--- config.mk ---
export PLATFORM = sky130hd
export DESIGN_NAME = crc16_frame_encoder_core
export DESIGN_NICKNAME = d
export VERILOG_FILES = /design/src/hdl/crcfe_pkg.sv /design/src/hdl/crc16_frame_encoder_core.sv
export SDC_FILE = /design/constraint.sdc
export NUM_CORES = 1
export LEC_CHECK = 0
export ABC_AREA = 1
export BUFFER_PORTS_ARGS = -buffer_cell sky130_fd_sc_hd__clkbuf_2
export CELL_PAD_IN_SITES_DETAIL_PLACEMENT = 0
export CELL_PAD_IN_SITES_GLOBAL_PLACEMENT = 1
export CORE_MARGIN = 1.5
export CORE_UTILIZATION = 47
export CTS_CLUSTER_DIAMETER = 200
export DETAILED_ROUTE_END_ITERATION = 10
export HOLD_SLACK_MARGIN = 0.02
export PLACE_DENSITY_LB_ADDON = 0.1
export SYNTH_ARGS = -nofsm -noshare
export SYNTH_HDL_FRONTEND = slang
export SYNTH_SLANG_ARGS = --single-unit
--- constraint.sdc ---
create_clock -name aclk -period 4.83 [get_ports aclk]
set_input_delay 0.483 -clock aclk [delete_from_list [all_inputs] [get_ports aclk]]
set_output_delay 0.483 -clock aclk [all_outputs]
set_load 0.005 [all_outputs]
--- src/hdl/crcfe_pkg.sv ---
// shared types, constants and the crc-16/x.25 byte update for the frame encoder
// no dependencies
package crcfe_pkg;

    localparam logic [15:0] CRC_INIT = 16'hFFFF;
    localparam logic [15:0] CRC_POLY = 16'h8408;
    localparam logic [7:0]  SYNC_BYTE = 8'hFF;

    typedef enum logic {
        CMD_START = 1'b0,
        CMD_DATA  = 1'b1
    } cmd_t;

    typedef enum logic [1:0] {
        PH_ITEM,
        PH_CRC_HI,
        PH_CRC_LO
    } phase_t;

    // reflected crc update, one byte, lsb first
    function automatic logic [15:0] crc_feed(input logic [15:0] crc, input logic [7:0] data);
        logic [15:0] c;
        c = crc ^ {8'h00, data};
        for (int k = 0; k < 8; k++) begin
            if (c[0]) begin
                c = (c >> 1) ^ CRC_POLY;
            end else begin
                c = c >> 1;
            end
        end
        return c;
    endfunction

endpackage

--- src/hdl/crc16_frame_encoder_core.sv ---
// frame encoder core: header, payload pass-through and crc-16/x.25 trailer
// depends on crcfe_pkg (scoped references only)
//
// Accepts start and data beats on the s_ side and sends the encoded frame one byte per beat on
// the m_ side. A start beat yields FF FF, version, sequence and LENGTH_BYTES big-endian length
// bytes (plus the two crc bytes when the length is zero). A data beat yields its payload byte,
// followed by the two crc bytes when it is the last payload byte; a data beat outside a frame
// is dropped without output. The next input beat is taken in the same cycle that the current
// one sends its final byte, so payload streams at one byte per cycle while m_tready holds high.
// The crc covers version through payload, is sent high byte first and closes with m_tuser set;
// m_tlast marks the final byte caused by each input beat. The user must write the version
// register through the cfg port only while the block is idle; the block does not enforce it.
module crc16_frame_encoder_core #(
    parameter int LENGTH_BYTES = 4
) (
    input  logic        aclk,
    input  logic        aresetn,
    // config write
    input  logic        cfg_valid,
    output logic        cfg_ready,
    input  logic [7:0]  cfg_data,      // version_byte
    // input beats
    input  logic        s_tvalid,
    output logic        s_tready,
    input  logic [31:0] s_tdata,       // seq_number[7:0], payload_length[23:8], data_byte[31:24]
    input  logic [0:0]  s_tuser,       // command
    // output beats
    output logic        m_tvalid,
    input  logic        m_tready,
    output logic [7:0]  m_tdata,       // out_byte
    output logic        m_tlast,       // run_last
    output logic [0:0]  m_tuser        // frame_end
);

    localparam int PosW   = $clog2(LENGTH_BYTES + 4);
    localparam int LenExW = 8 * LENGTH_BYTES;
    localparam logic [PosW-1:0] HdrLast = PosW'(LENGTH_BYTES + 3);
    localparam logic [PosW-1:0] PosVer  = PosW'(2);
    localparam logic [PosW-1:0] PosSeq  = PosW'(3);

    // held input item
    logic                  item_vld_reg;
    crcfe_pkg::cmd_t       item_cmd_reg;
    logic [7:0]            item_seq_reg;
    logic [15:0]           item_len_reg;
    logic [7:0]            item_dat_reg;
    logic [PosW-1:0]       pos_reg, pos_next;
    crcfe_pkg::phase_t     phase_reg, phase_next;

    // frame state
    logic [7:0]            version_reg;
    logic [15:0]           crc_reg, crc_next;
    logic [15:0]           left_reg, left_next;
    logic                  in_frame_reg, in_frame_next;

    // output register
    logic                  m_valid_reg;
    logic [7:0]            m_data_reg;
    logic                  m_last_reg;
    logic                  m_user_reg;

    logic                  out_free;
    logic                  drop;
    logic                  step;
    logic                  emit;
    logic                  item_done;
    logic                  go_crc;
    logic [7:0]            emit_byte;
    logic                  emit_end;
    logic                  s_fire;
    logic [LenExW-1:0]     len_ext;
    logic [LenExW-1:0]     len_shift;
    logic [15:0]           left_dec;

    assign cfg_ready = 1'b1;
    assign out_free  = !m_valid_reg || m_tready;
    assign drop      = item_vld_reg && (item_cmd_reg == crcfe_pkg::CMD_DATA) && !in_frame_reg
                       && (phase_reg == crcfe_pkg::PH_ITEM);
    assign step      = item_vld_reg && (drop || out_free);
    assign s_tready  = !item_vld_reg || (step && item_done);
    assign s_fire    = s_tvalid && s_tready;

    assign len_ext   = LenExW'(item_len_reg);
    assign len_shift = len_ext >> {(HdrLast - pos_reg), 3'b000};
    assign left_dec  = left_reg - 16'd1;

    // byte selection and frame state update for the current position
    always_comb begin
        emit          = 1'b0;
        item_done     = 1'b0;
        go_crc        = 1'b0;
        emit_byte     = crcfe_pkg::SYNC_BYTE;
        emit_end      = 1'b0;
        crc_next      = crc_reg;
        left_next     = left_reg;
        in_frame_next = in_frame_reg;
        case (phase_reg)
            crcfe_pkg::PH_ITEM: begin
                if (drop) begin
                    item_done = 1'b1;
                end else if (item_cmd_reg == crcfe_pkg::CMD_START) begin
                    emit = 1'b1;
                    if (pos_reg == PosVer) begin
                        emit_byte = version_reg;
                        crc_next  = crcfe_pkg::crc_feed(crcfe_pkg::CRC_INIT, version_reg);
                    end else if (pos_reg == PosSeq) begin
                        emit_byte = item_seq_reg;
                        crc_next  = crcfe_pkg::crc_feed(crc_reg, item_seq_reg);
                    end else if (pos_reg > PosSeq) begin
                        emit_byte = len_shift[7:0];
                        crc_next  = crcfe_pkg::crc_feed(crc_reg, len_shift[7:0]);
                    end
                    if (pos_reg == HdrLast) begin
                        left_next     = item_len_reg;
                        in_frame_next = 1'b1;
                        if (item_len_reg == 16'd0) begin
                            go_crc = 1'b1;
                        end else begin
                            item_done = 1'b1;
                        end
                    end
                end else begin
                    emit      = 1'b1;
                    emit_byte = item_dat_reg;
                    crc_next  = crcfe_pkg::crc_feed(crc_reg, item_dat_reg);
                    left_next = left_dec;
                    if (left_dec == 16'd0) begin
                        go_crc = 1'b1;
                    end else begin
                        item_done = 1'b1;
                    end
                end
            end
            crcfe_pkg::PH_CRC_HI: begin
                emit      = 1'b1;
                emit_byte = ~crc_reg[15:8];
            end
            crcfe_pkg::PH_CRC_LO: begin
                emit          = 1'b1;
                emit_byte     = ~crc_reg[7:0];
                emit_end      = 1'b1;
                item_done     = 1'b1;
                in_frame_next = 1'b0;
                left_next     = 16'd0;
            end
            default: begin
                item_done = 1'b1;
            end
        endcase
    end

    // phase and position sequencing
    always_comb begin
        phase_next = phase_reg;
        pos_next   = pos_reg;
        if (s_fire) begin
            pos_next = '0;
        end else if (step && phase_reg == crcfe_pkg::PH_ITEM && !item_done && !go_crc) begin
            pos_next = pos_reg + PosW'(1);
        end
        if (step) begin
            case (phase_reg)
                crcfe_pkg::PH_ITEM: begin
                    if (go_crc) begin
                        phase_next = crcfe_pkg::PH_CRC_HI;
                    end
                end
                crcfe_pkg::PH_CRC_HI: begin
                    phase_next = crcfe_pkg::PH_CRC_LO;
                end
                default: begin
                    phase_next = crcfe_pkg::PH_ITEM;
                end
            endcase
        end
    end

    always_ff @(posedge aclk) begin
        if (!aresetn) begin
            item_vld_reg <= 1'b0;
            phase_reg    <= crcfe_pkg::PH_ITEM;
            pos_reg      <= '0;
            version_reg  <= 8'h00;
            crc_reg      <= crcfe_pkg::CRC_INIT;
            left_reg     <= 16'd0;
            in_frame_reg <= 1'b0;
            m_valid_reg  <= 1'b0;
        end else begin
            if (cfg_valid && cfg_ready) begin
                version_reg <= cfg_data;
            end
            if (s_fire) begin
                item_vld_reg <= 1'b1;
            end else if (step && item_done) begin
                item_vld_reg <= 1'b0;
            end
            phase_reg <= phase_next;
            pos_reg   <= pos_next;
            if (step) begin
                crc_reg      <= crc_next;
                left_reg     <= left_next;
                in_frame_reg <= in_frame_next;
            end
            if (step && emit) begin
                m_valid_reg <= 1'b1;
            end else if (m_tready) begin
                m_valid_reg <= 1'b0;
            end
        end
    end

    // payload registers, no reset
    always_ff @(posedge aclk) begin
        if (s_fire) begin
            item_cmd_reg <= crcfe_pkg::cmd_t'(s_tuser[0]);
            item_seq_reg <= s_tdata[7:0];
            item_len_reg <= s_tdata[23:8];
            item_dat_reg <= s_tdata[31:24];
        end
        if (step && emit) begin
            m_data_reg <= emit_byte;
            m_last_reg <= item_done;
            m_user_reg <= emit_end;
        end
    end

    assign m_tvalid   = m_valid_reg;
    assign m_tdata    = m_data_reg;
    assign m_tlast    = m_last_reg;
    assign m_tuser[0] = m_user_reg;

endmodule
==> impl_metrics.yaml, run 1 <==
yosys:
  syn_area_um2: 5854
  syn_nets: 834
  yosysSeqAreaShare: 0.3847
  ys_top_cells_by_area: "edfxtp_1 22%, dfxtp_1 16%, nand2_1 13%"
  ys_types: 47
  async_reset_ff_frac: 0
  synth_top_cell_by_area: "edfxtp_1"
  synth_seq_cells: 91
  synth.top_cell.area_share: 0.2206
  synth_cells: 777
  synth_area_per_cell_um2: 7.535
  synth_edf_count: 43
  ys_top_cells_by_count: "198 x nand2_1, 80 x inv_1, 66 x nor2_1, 52 x nand3_1, 48 x dfxtp_1"
  synthFlopType: "dfxtp_1"
  synth_most_common_cell: "nand2_1"
  yosys_warnings: 0
power_and_ir_drop:
  seqPwrFrac: 0.431
  ir_drop_mv: 0.2544
  swShare: 0.3416
  combPwrFrac: 0.251
  pwr-share-clk: 0.317
  p_leak_nw: 2.791
  powerDensity_nw_per_um2: 328.1
  switchingPower_uw: 732.8
  internal_power_mw: 1.412
grt:
  grt_max_degree: 43
  first_global_vias: 4757
  grt_pass1_wl_mm: 26.72
  antenna_found_initial: 0
  grt_remaining_overflow: 0
  grt_usage: 0.2698
placement:
  io_buffers: 57
  placed_area_um2: 6252
  dp_hpwl_mm: 12.84
  place_congestion: 0.9559
worst_setup_path:
  worst_ep_required_time_ps: 5030
  crit_chain: "ha_1 -> ha_1 -> clkinv_1 -> nand4_1 -> nand3_1 -> inv_1 -> o21ai_0 -> a21oi_1 -> o21ai_0"
  cp_max_fo: 22
  slowest_delay_ps: 700
  critPathLaunch: "pos_reg[0]"
  slowest_stage: "inv_1"
  end_kind: "flop"
  timing.rr.start: "pos_reg[0]"
  path_delay_family: "buffers and inverters"
  arrival_ps: 3620
  cp-start-kind: "flop"
  crit_type: "flop to flop"
  critPathBufInv: 2
timing:
  layout_min_cycle_time_ps: 3425
  maxSlewViolCount: 0
  max_slew_margin: 0.2908
  fmax_ghz: 0.2919
  finalSetupTns_ps: 0
  worstMarginPinSlew_ps: 1057
  skew_ps: 13.79
  rsz0062_at_grt: "no"
  hold_viol: 0
  finalSetupViolations: 0
  fin_crit_sh: 0.7092
outcome:
  status: "completed"
clock_network:
  clkTransAtPathRegs_ps: 70
  clock_path_buffers: 2
  cts.sinks: 91
  cts-buffers-inserted: 9
  ctsHoldBuffers: 0
  root_buffer: "clkbuf_16"
  post_cts_buffers: 0
  cts-resized-gates: 0
  worstSkewPairLatency_ps: 350
  cts_tree: "yes"
  htree_levels: 3
floorplanning:
  die_h_um: 114.6
  core-area_um2: 12060
  start_util: 0.4854
  die-width_um: 114.6
  die_area_um2: 13130
  rows: 40
  io_pins: 59
routing:
  dr.first_iter.drc_count: 529
  finalWirelength_mm: 16.87
  drcViolationCount: 0
  firstDrtPassIters: 5
  vias: 5274
  wl_per_cell_um: 16.97
  drtAntennaViolNets: 0
  avgViaCountPerCell: 5.306
layout:
  drive_gt1_frac: 0.1550
  fin_nets: 878
  diodes: 0
  area_growth_syn_to_layout_pct: 11.67
  final_area_um2: 6538
min_path:
  min_path_type: "primary input to flop"
  hp-start: "s_tdata[25]"
flow_run:
  maxCapViolCount: 0
metrics by stage:
step                setup slack [ps]  cells  hold WS, ps  utilization  total power, mW
floorplan                       2156    777        464.8            -            1.324
global placement                1599    978        478.8       0.5184            1.463
detailed placement              1472    978        482.5       0.5184            1.469
CTS                             1489    994        295.0       0.5420            2.153
global route                    1097    994        295.6       0.5420            2.259
finish                          1405    994        305.7       0.5420            2.145
metal layers:
layer	GRT usage	routed length (µm)	vias up
met1	0.4216	8515	2403
met2	0.3693	6713	212
met5	0	0	-
met3	0.06670	1446	12
li1	-	-	2647
met4	0.05917	195	0
power by group through the flow:
stage,Combinational (mW),Clock [mW],Sequential [mW]
after detailed placement,0.528,0,0.941
after global routing,0.602,0.725,0.931
after CTS,0.532,0.698,0.923
after floorplan,0.407,0,0.917
after global placement,0.523,0,0.940
final,0.539,0.681,0.925
kinds of logic after synthesis:
kind of cell,synth area share
simple gates,0.2562
compound gates,0.1746
buf+inv,0.08378
flops,0.3847
xor+xnor,0.07480
fa+ha+maj,0.02351
other cells,0.0006405
mux,0.001710
path summary, 6_finish.rpt:
check | slack, ps | end | cells past startpoint
max | 1400 | crc_reg[15] | 9
min | 310 | item_dat_reg[1] | 1
max reg2reg | 1400 | crc_reg[15] | 9
min reg2reg | 490 | left_reg[1] | 2
layout make-up:
type / count / area [µm²]
fillers: 1169 / 5524
multi-input cells: 564 / 3112
flip-flops and latches: 91 / 2252
inverters: 92 / 347.8
repair buffers: 63 / 330.3
clock buffers: 9 / 225.2
well taps: 168 / 210.2
clock inverters: 7 / 60.06
layout by cell type, fill, tap and decap left out, types with 2 or more instances in the layout:
cell and count:
dfxtp_1 48, xor2_1 18, o211ai_1 26, o21ai_1 3, nor2_2 4, o311ai_0 3
clkinvlp_4 3, nand2_1 198, o21ai_0 41, inv_2 7, nand3b_1 3, buf_4 6
nand3_1 52, edfxtp_1 43, nor2_4 3, a221oi_1 3, nor2_1 66, inv_6 2
o2111ai_1 2, a21oi_2 10, xnor2_1 32, nand2_2 7, clkbuf_2 57, o221ai_1 3
inv_1 80, nor3_1 7, nand4_1 4, o211ai_2 10, clkinv_2 2, clkbuf_16 9
ha_1 11, clkinv_1 3, a21oi_1 44
Power figures use the tool's default switching activity.
==> run 2: changes to the inputs <==
--- a/config.mk
+++ b/config.mk
@@ -10,7 +10,7 @@
 export CELL_PAD_IN_SITES_DETAIL_PLACEMENT = 0
 export CELL_PAD_IN_SITES_GLOBAL_PLACEMENT = 1
 export CORE_MARGIN = 1.5
-export CORE_UTILIZATION = 47
+export CORE_UTILIZATION = 40
 export CTS_CLUSTER_DIAMETER = 200
 export DETAILED_ROUTE_END_ITERATION = 10
 export HOLD_SLACK_MARGIN = 0.02
==> constraint.sdc (replaced) <==
create_clock -name aclk -period 3.1 [get_ports aclk]
set_input_delay 0.31 -clock aclk [delete_from_list [all_inputs] [get_ports aclk]]
set_output_delay 0.31 -clock aclk [all_outputs]
set_load 0.005 [all_outputs]
==> run 2 against run 1 <==
Effect of this change: clock power is 66% higher; critical path depth is 8 higher; largest power group unchanged; critical path type unchanged; setup slack worse by 1200 ps.
==> impl_metrics.yaml, run 2 (synthesized netlist as in run 1, its figures left out) <==
clock_network:
  ctsHoldBuffers: 0
  htree_levels: 3
  root_buffer: "clkbuf_16"
  worstSkewPairLatency_ps: 350
  cts_tree: "yes"
  clock_path_buffers: 2
  cts-resized-gates: 0
  post_cts_buffers: 0
  cts.sinks: 91
  clkTransAtPathRegs_ps: 70
  cts-buffers-inserted: 9
routing:
  finalWirelength_mm: 17.54
  drcViolationCount: 0
  drtAntennaViolNets: 0
  dr.first_iter.drc_count: 510
  avgViaCountPerCell: 5.227
  wl_per_cell_um: 17.21
  firstDrtPassIters: 5
  vias: 5326
placement:
  pre_cts_slack_ps: 127.4
  place_congestion: 0.9099
  dp_hpwl_mm: 13.13
  place_inst: 1003
  io_buffers: 57
timing:
  fin_crit_sh: 0.9195
  maxSlewViolCount: 0
  rsz0062_at_grt: "no"
  finalSetupTns_ps: 0
  skew_ps: 7.492
  fin_ws_ps: 249.5
  worstMarginPinSlew_ps: 636.9
  hold_viol: 0
  max_slew_margin: 0.5738
  layout_min_cycle_time_ps: 2851
  finalSetupViolations: 0
  fmax_ghz: 0.3508
layout:
  drive_gt1_frac: 0.1605
  fin_nets: 887
  layout_common_cells: "198 x nand2_1, 80 x inv_1, 66 x nor2_1"
  area_growth_syn_to_layout_pct: 13.49
  diodes: 0
  fin_cells: 1019
  final_common_cell: "nand2_1"
flow_run:
  maxCapViolCount: 0
outcome:
  status: "completed"
power_and_ir_drop:
  switchingPower_mw: 1.127
  internal_power_mw: 2.299
  combPwrFrac: 0.249
  powerDensity_nw_per_um2: 515.7
  ir_drop_mv: 0.2369
  power.total_mw: 3.426
  seqPwrFrac: 0.420
  p_leak_nw: 2.847
  pwr-share-clk: 0.331
  swShare: 0.3290
floorplanning:
  rows: 44
  io_pins: 59
  start_util: 0.4059
  die-width_um: 124.0
  core-area_um2: 14420
  die_h_um: 124.0
  die_area_um2: 15370
grt:
  grt_remaining_overflow: 0
  antenna_found_initial: 0
  first_global_vias: 4775
  grt_usage: 0.2383
  grt_max_degree: 43
  grt_pass1_wl_mm: 27.14
worst_setup_path:
  slowest_delay_ps: 370
  crit_type: "flop to flop"
  arrival_ps: 2880
  end_kind: "flop"
  crit_path_frequent_cell: "nand2_2"
  worst_ep_required_time_ps: 3130
  cp-start-kind: "flop"
  crit_chain: "inv_2 -> ha_1 -> nand2_2 -> nor2_4 -> nand3_1 -> nand2_1 -> inv_1 -> nand2_1 -> nor2_1 -> nand3_1 -> nand2_1 -> nand2_2 -> nand3_2 -> nand2_2 -> nand2_2 -> inv_1 -> buf_8"
  cp_max_fo: 27
  slowest_stage: "dfxtp_1"
min_path:
  min_path_type: "primary input to flop"
==> run 2: worst paths after layout <==
kind / start / end / slack, ps / depth (start not counted)
worst max-delay path: left_reg[0] / item_seq_reg[3] / 250 / 17
worst max register to register: left_reg[0] / item_seq_reg[3] / 250 / 17
worst min-delay path: s_tdata[1] / item_seq_reg[1] / 130 / 1
worst min register to register: left_reg[15] / left_reg[15] / 500 / 2
==> run 2: worst max-delay path, delay by kind of cell, from the launching register on <==
family / cells / cell delay, ps
adder cells (fa/ha/maj): 1 / 230
flip-flops: 1 / 370
buffers and inverters: 4 / 710
AND/OR/NAND/NOR: 12 / 1200
==> run 2: power by group through the flow <==
stage / Sequential, mW / Clock [mW] / Combinational, mW
6_report: 1.44 / 1.13 / 0.854
4_1_cts: 1.44 / 1.14 / 0.841
3_5_place_dp: 1.46 / 0 / 0.837
3_3_place_gp: 1.46 / 0 / 0.842
5_1_grt: 1.45 / 1.19 / 0.962
2_1_floorplan: 1.43 / 0 / 0.634
==> run 2: metal layers <==
layer	routed length (µm)	up-vias	GRT usage
met2	6720	181	0.3108
met4	252	0	0.07457
met5	0	-	0
li1	-	2676	-
met3	945	20	0.02976
met1	9619	2449	0.3941
==> run 2: stage by stage <==
stage	utilization	hold WS, ps	cell area, µm²
after floorplan	-	408.9	5854
after global placement	0.4395	486.4	6340
after detailed placement	0.4395	488.6	6340
after CTS	0.4601	124.6	6636
after global routing	0.4606	126.0	6644
final	0.4606	130.2	6644
==> run 2: cell type report <==
cell class | count | area, µm²
Fill cell | 1486 | 7780
Multi-Input combinational cell | 564 | 3112
Sequential cell | 91 | 2252
Timing Repair Buffer | 72 | 405.4
Inverter | 92 | 347.8
Clock buffer | 12 | 246.5
Tap cell | 184 | 230.2
Clock inverter | 4 | 50.05
==> run 3: changes to the inputs <==
--- a/config.mk
+++ b/config.mk
@@ -8,9 +8,9 @@
 export ABC_AREA = 1
 export BUFFER_PORTS_ARGS = -buffer_cell sky130_fd_sc_hd__clkbuf_2
 export CELL_PAD_IN_SITES_DETAIL_PLACEMENT = 0
-export CELL_PAD_IN_SITES_GLOBAL_PLACEMENT = 1
+export CELL_PAD_IN_SITES_GLOBAL_PLACEMENT = 2
 export CORE_MARGIN = 1.5
-export CORE_UTILIZATION = 40
+export CORE_UTILIZATION = 37
 export CTS_CLUSTER_DIAMETER = 200
 export DETAILED_ROUTE_END_ITERATION = 10
 export HOLD_SLACK_MARGIN = 0.02
==> constraint.sdc (replaced) <==
create_clock -name aclk -period 3.6 [get_ports aclk]
set_input_delay 0.36 -clock aclk [delete_from_list [all_inputs] [get_ports aclk]]
set_output_delay 0.36 -clock aclk [all_outputs]
set_load 0.005 [all_outputs]
==> run 3 against run 2 <==
Effect of this change: first-iteration DRC count rose by 13%; sequential share of layout area fell by 0.095 points; sequential power fell by 14%; wire length rose by 6.8%.
==> impl_metrics.yaml, run 3 (synthesized netlist as in run 1, its figures left out) <==
floorplanning:
  die-width_um: 128.8
  io_pins: 59
  start_util: 0.3823
  rows: 45
  die_h_um: 128.8
  die_area_um2: 16590
  core-area_um2: 15310
worst_setup_path:
  worst_ep_required_time_ps: 3640
  crit_chain: "ha_1 -> ha_1 -> clkinv_1 -> buf_4 -> o211ai_1 -> nand3_1 -> o311ai_0 -> o2111ai_1"
  cp-start-kind: "flop"
  crit_type: "flop to flop"
  critPathBufInv: 2
  crit_path_frequent_cell: "ha_1"
  path_delay_family: "adder cells"
  arrival_ps: 3000
  slowest_stage: "dfxtp_1"
  slowest_delay_ps: 620
  cp_max_fo: 17
  end_kind: "flop"
routing:
  wl_per_cell_um: 17.99
  drtAntennaViolNets: 0
  vias: 5473
  drcViolationCount: 0
  dr.first_iter.drc_count: 577
  firstDrtPassIters: 5
  finalWirelength_mm: 18.73
  avgViaCountPerCell: 5.257
placement:
  place_congestion: 0.8640
  placed_area_um2: 6336
  dp_hpwl_mm: 13.98
  pre_cts_slack_ps: 727.8
  io_buffers: 57
flow_run:
  maxCapViolCount: 0
timing:
  fin_crit_sh: 0.8217
  finalSetupViolations: 0
  max_slew_margin: 0.2504
  fmax_ghz: 0.3381
  worstMarginPinSlew_ps: 1122
  finalSetupTns_ps: 0
  skew_ps: 9.785
  fin_ws_ps: 641.9
  maxSlewViolCount: 0
  rsz0062_at_grt: "no"
  hold_viol: 0
  layout_min_cycle_time_ps: 2958
grt:
  top_usage_layer: "met1"
  met3_usage: 0.04699
  met1_usage: 0.3566
  grt_remaining_overflow: 0
  first_global_vias: 5067
  grt_max_degree: 43
  grt_pass1_wl_mm: 29.09
  grt_use_met2: 0.3331
  antenna_found_initial: 0
  grt_usage: 0.2363
clock_network:
  clkTransAtPathRegs_ps: 70
  clock_path_buffers: 2
  worstSkewPairLatency_ps: 350
  cts_tree: "yes"
  cts-buffers-inserted: 9
  cts.sinks: 91
  ctsHoldBuffers: 0
  root_buffer: "clkbuf_16"
  htree_levels: 3
  post_cts_buffers: 0
  cts-resized-gates: 0
layout:
  final_common_cell: "nand2_1"
  fin_nets: 882
  diodes: 0
  area_growth_syn_to_layout_pct: 13.81
  layout_common_cells: "198 x nand2_1, 80 x inv_1, 66 x nor2_1"
  fillers: 1597
  fin_util: 0.4350
  final_area_um2: 6663
  drive_gt1_frac: 0.1590
power_and_ir_drop:
  powerDensity_nw_per_um2: 454.8
  ir_drop_mv: 0.2443
  power.total_mw: 3.030
  p_leak_nw: 2.842
outcome:
  status: "completed"
min_path:
  min_path_type: "primary input to flop"
## run 3: final cells by class
class                           instances  area (µm²)  share of cell area
Multi-Input combinational cell        564        3112              0.4670
Sequential cell                        91        2252              0.3380
Timing Repair Buffer                   67       360.3             0.05408
Inverter                               92       347.8             0.05221
Tap cell                              211       264.0             0.03962
Clock buffer                           10       239.0             0.03587
Clock inverter                          6       87.58             0.01315
## run 3: where the power goes
group / switching (mW) / total [mW] / internal (mW)
combinational: 0.488 / 0.743 / 0.254
sequential: 0.0808 / 1.24 / 1.16
clock: 0.414 / 1.04 / 0.629
## run 3: metrics by stage
| step | hold WS [ps] | instances |
|---|---|---|
| global route | 166.5 | 1041 |
| detailed placement | 494.7 | 1025 |
| finish | 180.5 | 1041 |
| CTS | 170.5 | 1041 |
| floorplan | 458.9 | 777 |
| global placement | 488.3 | 1025 |
## run 3: per-layer routing
metal	wire length [µm]	up-vias	share of wire
met2	7518	224	0.40
met1	9415	2550	0.50
li1	-	2667	-
met4	380	0	0.020
met3	1411	32	0.075
met5	0	-	0
## run 3: worst paths after layout
| path | to | slack [ps] | from | cells past startpoint |
|---|---|---|---|---|
| min reg2reg | left_reg[15] | 500 | left_reg[15] | 2 |
| min | item_len_reg[8] | 180 | s_tdata[16] | 1 |
| max reg2reg | m_tdata[7] | 640 | pos_reg[0] | 8 |
| max | m_tdata[7] | 640 | pos_reg[0] | 8 |
## run 3: worst reg2reg max path, stage by stage, from the launching register on
cell,delay (ps)
dfxtp_1,620
ha_1,270
ha_1,590
clkinv_1,200
buf_4,250
o211ai_1,190
nand3_1,90
o311ai_0,190
o2111ai_1,250
